**config.mk**
```make
export PLATFORM = sky130hd
export DESIGN_NAME = sges_ctrl
export DESIGN_NICKNAME = d
export VERILOG_FILES = /design/src/rtl/sges_pkg.sv /design/src/rtl/sges_ctrl.sv
export SDC_FILE = /design/constraint.sdc
export NUM_CORES = 1
export LEC_CHECK = 0
export BUFFER_PORTS_ARGS = -buffer_cell sky130_fd_sc_hd__buf_2
export CAP_MARGIN = 20
export CORE_AREA = 4 4 41 43
export DETAILED_ROUTE_END_ITERATION = 6
export DIE_AREA = 0 0 45 47
export SYNTH_ARGS = -nofsm -noshare
export SYNTH_HDL_FRONTEND = slang
export SYNTH_SLANG_ARGS = --single-unit
```
**constraint.sdc**
```tcl
create_clock -name clk_i -period 3.3 [get_ports clk_i]
set_input_delay 0.165 -clock clk_i [delete_from_list [all_inputs] [get_ports clk_i]]
set_output_delay 0.165 -clock clk_i [all_outputs]
set_load 0.005 [all_outputs]
```
**src/rtl/sges_pkg.sv**
```systemverilog
`default_nettype none
// ----------------------------------------------------------------------------
// sges_pkg
// Shared codes, port widths and controller/datapath bundles for the graph
// edge store.
// ----------------------------------------------------------------------------
package sges_pkg;

  // fixed widths of the word fields
  localparam int OP_W     = 3;
  localparam int NODE_W   = 6;
  localparam int COST_W   = 16;
  localparam int NCNT_W   = 7;
  localparam int ECNT_W   = 13;

  // configuration port
  localparam int CFG_ADDR_W = 3;
  localparam int CFG_DATA_W = 32;
  localparam logic [0:0] REG_DIRECTED = 1'b0;

  // operation codes
  localparam logic [OP_W-1:0] OP_ADD_NODE  = 3'd0;
  localparam logic [OP_W-1:0] OP_REMOVE    = 3'd1;
  localparam logic [OP_W-1:0] OP_ADD_EDGE  = 3'd2;
  localparam logic [OP_W-1:0] OP_GET_EDGE  = 3'd3;
  localparam logic [OP_W-1:0] OP_NODE_PRES = 3'd4;
  localparam logic [OP_W-1:0] OP_EDGE_PRES = 3'd5;
  localparam logic [OP_W-1:0] OP_CLEAR     = 3'd6;

  // result status codes
  localparam logic STAT_OK   = 1'b0;
  localparam logic STAT_FAIL = 1'b1;

  // controller -> datapath
  typedef struct packed {
    logic accept;     // word taken: latch fields, run the ops that need no row read
    logic rd_a;       // read row of node a (and weight a,b)
    logic rd_b;       // read row of node b
    logic put_ab;     // set edge a->b unless present
    logic put_ba;     // set edge b->a unless present
    logic get_done;   // resolve get edge
    logic pres_done;  // resolve edge present
    logic rm_start;   // capture row a, reset walk counter
    logic walk;       // one step of the row/column erase walk
    logic load_out;   // move result into output register
  } cmd_t;

  // datapath -> controller
  typedef struct packed {
    logic live_a;
    logic live_b;
    logic walk_end;
  } stat_t;

endpackage
`default_nettype wire

```
**src/rtl/sges_ctrl.sv**
```systemverilog
`default_nettype none
// ----------------------------------------------------------------------------
// sges_ctrl
// Sequencer: input/output handshake and the command stream for the datapath.
// ----------------------------------------------------------------------------
module sges_ctrl (
  input  logic                      clk_i,
  input  logic                      rst_ni,
  input  logic                      in_valid_i,
  output logic                      in_ready_o,
  input  logic [sges_pkg::OP_W-1:0] operation_i,
  output logic                      out_valid_o,
  input  logic                      out_ready_i,
  input  logic                      directed_i,
  input  sges_pkg::stat_t           stat_i,
  output sges_pkg::cmd_t            cmd_o
);
  import sges_pkg::*;

  localparam logic [2:0] S_IDLE = 3'd0;
  localparam logic [2:0] S_ROWA = 3'd1;  // row a read data valid
  localparam logic [2:0] S_RDB  = 3'd2;  // issue read of row b
  localparam logic [2:0] S_ROWB = 3'd3;  // row b read data valid
  localparam logic [2:0] S_WALK = 3'd4;  // erase walk over all rows
  localparam logic [2:0] S_RESP = 3'd5;  // hand result to output register

  logic [2:0]      state_q, state_d;
  logic            out_vld_q, out_vld_d;
  logic [OP_W-1:0] op_q;
  logic            take;

  assign in_ready_o  = (state_q == S_IDLE);
  assign out_valid_o = out_vld_q;
  assign take        = in_valid_i && in_ready_o;

  always_comb begin
    state_d   = state_q;
    out_vld_d = out_vld_q;
    cmd_o     = '0;
    if (out_vld_q && out_ready_i) begin
      out_vld_d = 1'b0;
    end
    unique case (state_q)
      S_IDLE: begin
        if (take) begin
          cmd_o.accept = 1'b1;
          state_d      = S_RESP;
          case (operation_i) inside
            OP_REMOVE: begin
              if (stat_i.live_a) begin
                cmd_o.rd_a = 1'b1;
                state_d    = S_ROWA;
              end
            end
            OP_ADD_EDGE: begin
              if (stat_i.live_a && stat_i.live_b) begin
                cmd_o.rd_a = 1'b1;
                state_d    = S_ROWA;
              end
            end
            OP_GET_EDGE, OP_EDGE_PRES: begin
              cmd_o.rd_a = 1'b1;
              state_d    = S_ROWA;
            end
            default: ;
          endcase
        end
      end
      S_ROWA: begin
        state_d = S_RESP;
        case (op_q)
          OP_GET_EDGE:  cmd_o.get_done  = 1'b1;
          OP_EDGE_PRES: cmd_o.pres_done = 1'b1;
          OP_ADD_EDGE: begin
            cmd_o.put_ab = 1'b1;
            if (!directed_i) begin
              state_d = S_RDB;
            end
          end
          OP_REMOVE: begin
            cmd_o.rm_start = 1'b1;
            state_d        = S_WALK;
          end
          default: ;
        endcase
      end
      S_RDB: begin
        cmd_o.rd_b = 1'b1;
        state_d    = S_ROWB;
      end
      S_ROWB: begin
        cmd_o.put_ba = 1'b1;
        state_d      = S_RESP;
      end
      S_WALK: begin
        cmd_o.walk = 1'b1;
        if (stat_i.walk_end) begin
          state_d = S_RESP;
        end
      end
      S_RESP: begin
        if (!out_vld_q || out_ready_i) begin
          cmd_o.load_out = 1'b1;
          out_vld_d      = 1'b1;
          state_d        = S_IDLE;
        end
      end
      default: state_d = S_IDLE;
    endcase
  end

  always_ff @(posedge clk_i or negedge rst_ni) begin
    if (!rst_ni) begin
      state_q   <= S_IDLE;
      out_vld_q <= 1'b0;
    end else begin
      state_q   <= state_d;
      out_vld_q <= out_vld_d;
    end
  end

  always_ff @(posedge clk_i) begin
    if (take) begin
      op_q <= operation_i;
    end
  end

  // result register is never overwritten while still held
  a_no_overwrite: assert property (@(posedge clk_i) disable iff (!rst_ni)
    cmd_o.load_out |-> (!out_vld_q || out_ready_i))
    else $error("result overwritten before it was taken");

  a_resp_drains: assert property (@(posedge clk_i) disable iff (!rst_ni)
    (state_q == S_RESP && !out_vld_q) |=> state_q == S_IDLE)
    else $error("response stalled with free output register");

  a_simple_op: assert property (@(posedge clk_i) disable iff (!rst_ni)
    (take && operation_i == OP_NODE_PRES) |=> state_q == S_RESP)
    else $error("node present did not go straight to response");

  a_walk_runs: assert property (@(posedge clk_i) disable iff (!rst_ni)
    (state_q == S_WALK && !stat_i.walk_end) |=> state_q == S_WALK)
    else $error("erase walk left early");

endmodule
`default_nettype wire

```
* After elaboration in Yosys (flattened, before gate mapping)
Cells that the tools add are included.
Word-level totals: flip-flop bits (word level) 7, output and inout port bits 12
Cells by class: equal/unequal tests 16, multiplexer cells 32, reduce and logical (&&, ||, !) cells 8
Operator list (count):
- two-way mux 3 bit | 10
- equality test 3 x 2 -> 1 bit, second input constant | 6
- two-way mux 1 bit | 18
- case mux 3 bit (6 select lines) | 1
- equality test 3 bit, second input constant | 4
- equality test 3 x 1 -> 1 bit, second input constant | 3
- case mux 3 bit (2 select lines) | 1
- two-way mux 2 bit | 2
- != test 2 bit, second input constant | 2
- logical AND 1 bit | 3
- logical NOT 3 bit | 1
- AND reduction 3 bit | 1
- != test 2 x 1 -> 1 bit, second input constant | 1
- OR reduction 2 bit | 1
- logical NOT 1 bit | 1
- logical OR 1 bit | 1

* Longest topological paths before layout
Gate-level depths: netlist of the first run.
depth in word-level cells 7, depth in mapped cells 5

* Worst setup path before layout of the first run
OpenSTA, ideal clock, no wires.
kind reg2reg, start point register op_q[0], end point register state_q[1], setup time 0.077 ns, data arrival time 1.228 ns, path slack 1.995 ns, cell stages (with the launch flop) 5, buffers on the path 0, path through edfxtp_1 -> nor2_2 -> nand2_1 -> or4b_1 -> a21oi_1
On the way: word-level cells in the longest chain between the ends 3, elaborated cells on any way between the ends 4, those cells by class 2 x eq/ne; 2 x mux
RTL lines:
- start: declaration | RTL line sges_ctrl.sv:29 | logic [OP_W-1:0] op_q;
- start signal: assignment | RTL line sges_ctrl.sv:124 | op_q <= operation_i;
- equality test 3 x 1 -> 1 bit or equality test 3 x 2 -> 1 bit (tied branches) | RTL line sges_ctrl.sv:71 | case (op_q)
- case mux 3 bit (2 select lines) * | RTL line sges_ctrl.sv:71
- case mux 3 bit (6 select lines) * | RTL line sges_ctrl.sv:43 | unique case (state_q)
- end signal: assignment | RTL line sges_ctrl.sv:117 | state_q <= state_d;
- end: declaration | RTL line sges_ctrl.sv:27 | logic [2:0] state_q, state_d;
Every way passes the cells marked *; elsewhere a longest branch is shown, timed or not. A chain may end at the register's enable or synchronous reset.

==> run metrics, run 1 <==
outcome=finished, final reports clean; final setup fails=0; register area share after synthesis=0.422; Power Density=663 nW/um2; Reg-to-Reg End=state_q[1]$_DFFE_PN0P_; Hold Crit Class=primary input to flip-flop; Area Growth Syn to Fin=33.6%; buffer depth of the longest clock path=2; fmax=571 MHz; Buf/Inv on CP=1; critical path launch point type=flip-flop; Crit path required time=3130 ps; Slew @ Worst Pin=389 ps; critical-path cell list=nor3_2, and2_1, a21boi_1, buf_2; vias in the first global route=404; initial drt markers=3; final core occ=0.463; Filler cells=140; R2R cell count=4; Tcrit/Tclk final=0.531; later-pin clock latency in the skew report=250 ps; largest fanout on the critical path=14; Synth Register Bits=7; first-pass GRT wire length=1710 um; min Tclk post-route=1750 ps; clk root buf=clkbuf_4; Compound-Gate Fraction of Synth Area=0.144; Nets=85; CTS tree=yes; Vias per Instance=5.10; syn_area_per_cell=9.19 um2; Total Routing Usage GR=0.113; reg2reg setup slack=1850 ps; Main synth FF type=dfrtp_1; Max Clock Skew=1.78 ps; cell area after synthesis=450 um2; Slew HR=0.737; main combinational cell family by area after synthesis=simple AND/OR/NAND/NOR gates; HPWL after DPL=872 um; post-place instance area=566 um2; CP max stage delay=510 ps; Reg-to-Reg Start=op_q[0]$_DFFE_PN_; Leakage Power=0.000285 uW; Vias=449; # H-tree levels=1; Num CTS Buffers=3; Hold Path End=op_q[1]$_DFFE_PN_; Mapped Cells=49; post-synthesis simple-gate area fraction=0.339; Die Height=47 um; Pre-Repair DR Iteration Count=4; crit path capture type=output port; Final Hold Viols=0; async set-reset flop share out of synthesis=0.571; Synth Net Count=60; mux cell area share after synthesis=0.0472; RSZ-0062 raised after global routing=no; min setup slack post-route=1550 ps; # DRC=0; Synth warnings=0; setup TNS=0 ps; Reg clk slew, reported paths=60 ps; number of flops mapped to enable cells by yosys=3; die area=2120 um2; WL per Instance=12.2 um; Die X-Extent=45 um; crit path DAT=1590 ps; WHS=99.8 ps; number of routed nets with antenna violations=0; library cells used by synthesis=29; critical path's top delay family=simple AND/OR/NAND/NOR gates; Setup Fix Bufs, Post-CTS=0; grt ovf=0; post-synthesis adder-cell area fraction=0; WL final=1070 um; largest net degree at the start of global routing=15; Peak supply drop=0.256 mV; layout cells sized above 1=0.370; Starting Density=0.346; Sequential Area=190 um2; I/O pin total=23; pre-CTS setup slack=1820 ps; CP Class=flip-flop to output port; core area=1300 um2; HP Start=operation_i[1]; Critical-path top delay cell=dfrtp_1; Post-Synth XOR/XNOR Area=0; post-route design area=602 um2; fin. max-slew vios=0; gp weighted congestion=0.713; cell count of the worst hold path=1; ANT cells=0; IO Port Bufs=22; Max Cap Viol=0; initial antenna violation count=0; CTS Sinks=7; Multi-input gate area=239 um2; # rows=13
==> metal layers <==
metal,global-route usage,share of wire
met4,0.0526,0
met3,0.0230,0.075
met5,0,0
met1,0.145,0.44
met2,0.184,0.49
==> cell type report <==
cell class              count  area share
clock buffers               4      0.0437
inverters                   2      0.0125
multi-input cells          37       0.397
flip-flops and latches      7       0.316
well taps                  15      0.0312
repair buffers             23       0.200
==> power by group <==
part / total [uW] / internal, uW / switching [uW] / leakage [uW]
Sequential: 160 / 119 / 41.2 / 0.0000762
Combinational: 158 / 82.4 / 75.6 / 0.000193
Clock: 80.8 / 46.3 / 34.5 / 0.0000150
Total: 399 / 248 / 151 / 0.000285
==> state kept, by name, summed over array words and instances (netlist names) <==
name         cells
op_q             3
state_q          3
out_valid_o      1
==> cells by family after synthesis <==
group,after synthesis
multiplexers,2
flip-flops,7
AO/OA/AOI/OAI,9
AND/OR/NAND/NOR,26
buffers and inverters,5
==> cell usage after synthesis, types with 2 or more instances <==
library cell,number,area [um2]
nor2_1,3,11.3
nand2b_1,3,18.8
buf_2,2,10.0
a21oi_1,2,10.0
dfrtp_1,4,100
nand2_1,4,15.0
inv_1,2,7.51
and2_1,3,18.8
o311ai_0,2,17.5
nor4_1,2,12.5
edfxtp_1,3,90.1
nor3_1,2,10.0
==> layout by cell type (no fill, tap or decap), types with 2 or more instances in the layout <==
cell type	Yosys	final
buf_2	2	22
nand2_1	4	4
dfrtp_1	4	4
nand2b_1	3	3
nor2_1	3	3
and2_1	3	3
clkbuf_4	0	3
edfxtp_1	3	3
nor4_1	2	2
inv_1	2	2
a21oi_1	2	2
nor3_1	2	2
o311ai_0	2	2
==> metrics by stage <==
| step | total power (uW) | cells |
|---|---|---|
| after floorplan | 265 | 49 |
| after global placement | 320 | 83 |
| after detailed placement | 322 | 83 |
| after CTS | 405 | 88 |
| after global routing | 433 | 88 |
| final | 399 | 88 |
==> how the worst max path moves through the flow <==
stage / startpoint / cells past startpoint / slack (ps) / endpoint
5_1_grt: state_q[1]$_DFFE_PN0P_ / 4 / 1390 / cmd_o[8]
6_report: state_q[1]$_DFFE_PN0P_ / 4 / 1550 / cmd_o[8]
2_1_floorplan: op_q[0]$_DFFE_PN_ / 4 / 1990 / state_q[1]$_DFFE_PN0P_
3_5_place_dp: state_q[1]$_DFFE_PN0P_ / 4 / 1820 / cmd_o[8]
3_3_place_gp: state_q[1]$_DFFE_PN0P_ / 4 / 1850 / cmd_o[8]
4_1_cts: state_q[1]$_DFFE_PN0P_ / 4 / 1530 / cmd_o[8]
==> what timing repair did <==
action                                 CTS  global route
endpoints found under the hold margin    4             0
hold buffers                             1             0
resized for setup                        0             0
No activity file was read; power rests on OpenSTA's default activity.
==> run 2, diff against run 1 <==
- ABC_AREA: default -> 1
- clock period: 3.3 -> 1.7 ns (I/O delays scaled with it)
==> run 2 against run 1 <==
Compared with the run above: cell count rose by 31%; register-to-register slack got worse by 1500 ps; wire length fell by 5.2%; clock-buffer cell count did not move; critical path type unchanged; synthesized area rose by 6.7%; largest power group is now combinational cells; combinational power rose to 2.7 times the previous value; critical path depth rose by 2; setup slack got worse by 1300 ps; non-clock buffer count did not move; sequential share of layout area fell by 2.1 points.
==> run metrics, run 2 <==
critical path's top delay family=flip-flops; min Tclk post-route=1430 ps; Total Routing Usage GR=0.119; Max Cap Viol=0; Nets=112; Reg clk slew, reported paths=50 ps; HPWL after DPL=891 um; Synth Net Count=84; reg2reg setup slack=400 ps; number of routed nets with antenna violations=0; Area Growth Syn to Fin=34.4%; later-pin clock latency in the skew report=240 ps; Mapped Cells=73; critical-path cell list=inv_2, nand2_1, nor2_2, inv_2, nor4_1, buf_2; Pre-Repair DR Iteration Count=2; IO Port Bufs=22; CTS Sinks=7; most frequent cells in the layout=buf_2 (22), nand2_1 (21), inv_1 (14); Critical-path top delay cell=dfrtp_1; Worst path most repeated cell=inv_2; RSZ-0062 raised after global routing=no; CP max stage delay=410 ps; gp weighted congestion=0.674; clk root buf=clkbuf_4; library cells used by synthesis=15; syn_area_per_cell=6.58 um2; most instantiated cells after synthesis=nand2_1 (21), inv_1 (14), nor2_1 (6), inv_2 (5); fmax=699 MHz; final setup fails=0; critical path depth in cells=6; R2R cell count=5; ANT cells=0; largest net degree at the start of global routing=7; HP Start=operation_i[0]; Num CTS Buffers=3; CP Class=flip-flop to output port; core area=1300 um2; Setup Fix Bufs, Post-CTS=0; Vias=507; number of flops mapped to enable cells by yosys=3; Power Density=1340 nW/um2; Reg-to-Reg Start=state_q[1]$_DFFE_PN0P_; grt ovf=0; Starting Density=0.369; initial drt markers=3; Max Clock Skew=2.42 ps; Leakage Power=0.000399 uW; buffer depth of the longest clock path=2; top-count cell post-synth=nand2_1; Synth Register Bits=7; Yosys top cell by area=dfrtp_1; CTS tree=yes; Die Height=47 um; register area share after synthesis=0.396; crit path capture type=output port; # DRC=0; Die X-Extent=45 um; Final Hold Viols=0; vias in the first global route=495; setup TNS=0 ps; layout cells sized above 1=0.360; first-pass GRT wire length=1790 um; Buf/Inv on CP=3; Hold Crit Class=primary input to flip-flop; Slew HR=0.836; most common cell after layout, fill and taps aside=buf_2; Slew @ Worst Pin=246 ps; cell area after synthesis=480 um2; initial antenna violation count=0; I/O pin total=23; Synth warnings=0; Tcrit/Tclk final=0.841; crit path DAT=1340 ps; die area=2120 um2; Worst setup endpoint=cmd_o[3]; Crit path required time=1620 ps; Vias per Instance=4.41; post-route design area=646 um2; post-place instance area=609 um2; async set-reset flop share out of synthesis=0.571; critical path launch point type=flip-flop; Main synth FF type=dfrtp_1; Yosys top cell area share=0.208; CP Launch Point=state_q[1]$_DFFE_PN0P_; WL final=1010 um; Peak supply drop=0.679 mV; # rows=13; WL per Instance=8.82 um; Reg-to-Reg End=op_q[0]$_DFFE_PN_; largest fanout on the critical path=5; outcome=finished, final reports clean; # H-tree levels=1; fin. max-slew vios=0; ranking of synthesized cells by area=dfrtp_1 (21%), edfxtp_1 (19%), nand2_1 (16%)
-- run 2: layout make-up --
type	count	area, um2
fillers	132	656
clock buffers	4	26.3
multi-input cells	47	219
well taps	15	18.8
flip-flops and latches	7	190
repair buffers	23	120
inverters	19	71.3
-- run 2: where the power goes --
| part | leakage, uW | switching [uW] | internal, uW |
|---|---|---|---|
| combinational | 0.000307 | 258 | 170 |
| clock | 0.0000150 | 52.3 | 89.0 |
| sequential | 0.0000774 | 62.0 | 234 |
| total | 0.000399 | 373 | 493 |
-- run 2: worst min-delay path by stage --
stage,endpoint,slack (ps),cells after the start
floorplan,out_valid_o$_DFF_PN0_,-210,0
global placement,out_valid_o$_DFF_PN0_,-110,1
detailed placement,state_q[1]$_DFFE_PN0P_,-100,1
CTS,op_q[0]$_DFFE_PN_,40,1
global route,op_q[2]$_DFFE_PN_,50,1
finish,op_q[0]$_DFFE_PN_,50,1
-- run 2: through the flow --
stage / hold slack (ps) / utilization / power, uW / std cells / setup slack (ps)
after floorplan: -211 / - / 591 / 73 / 475
after global placement: -107 / 0.468 / 724 / 110 / 447
after detailed placement: -105 / 0.468 / 732 / 110 / 400
after CTS: 42.8 / 0.496 / 882 / 115 / 245
after global routing: 48.2 / 0.496 / 974 / 115 / 51.6
final: 53.7 / 0.496 / 866 / 115 / 270
-- run 2: timing repair --
item                      in CTS  in global routing
hold endpoints to repair       4                  0
resized for setup              0                  0
hold buffers                   1                  0
-- run 2: cells by family (layout without fill, tap and decap cells) --
family | count (synthesis) | count (layout) | share of synthesized area
AND/OR/NAND/NOR | 42 | 42 | 0.398
buffers and inverters | 19 | 46 | 0.148
flip-flops | 7 | 7 | 0.396
AO/OA/AOI/OAI | 5 | 5 | 0.0573
-- run 2: metal layers --
metal | track usage | up-vias | routed length [um]
met5 | 0 | - | 0
met1 | 0.121 | 214 | 447
met4 | 0.105 | 0 | 19
met2 | 0.198 | 13 | 476
li1 | - | 278 | -
met3 | 0.0345 | 2 | 70
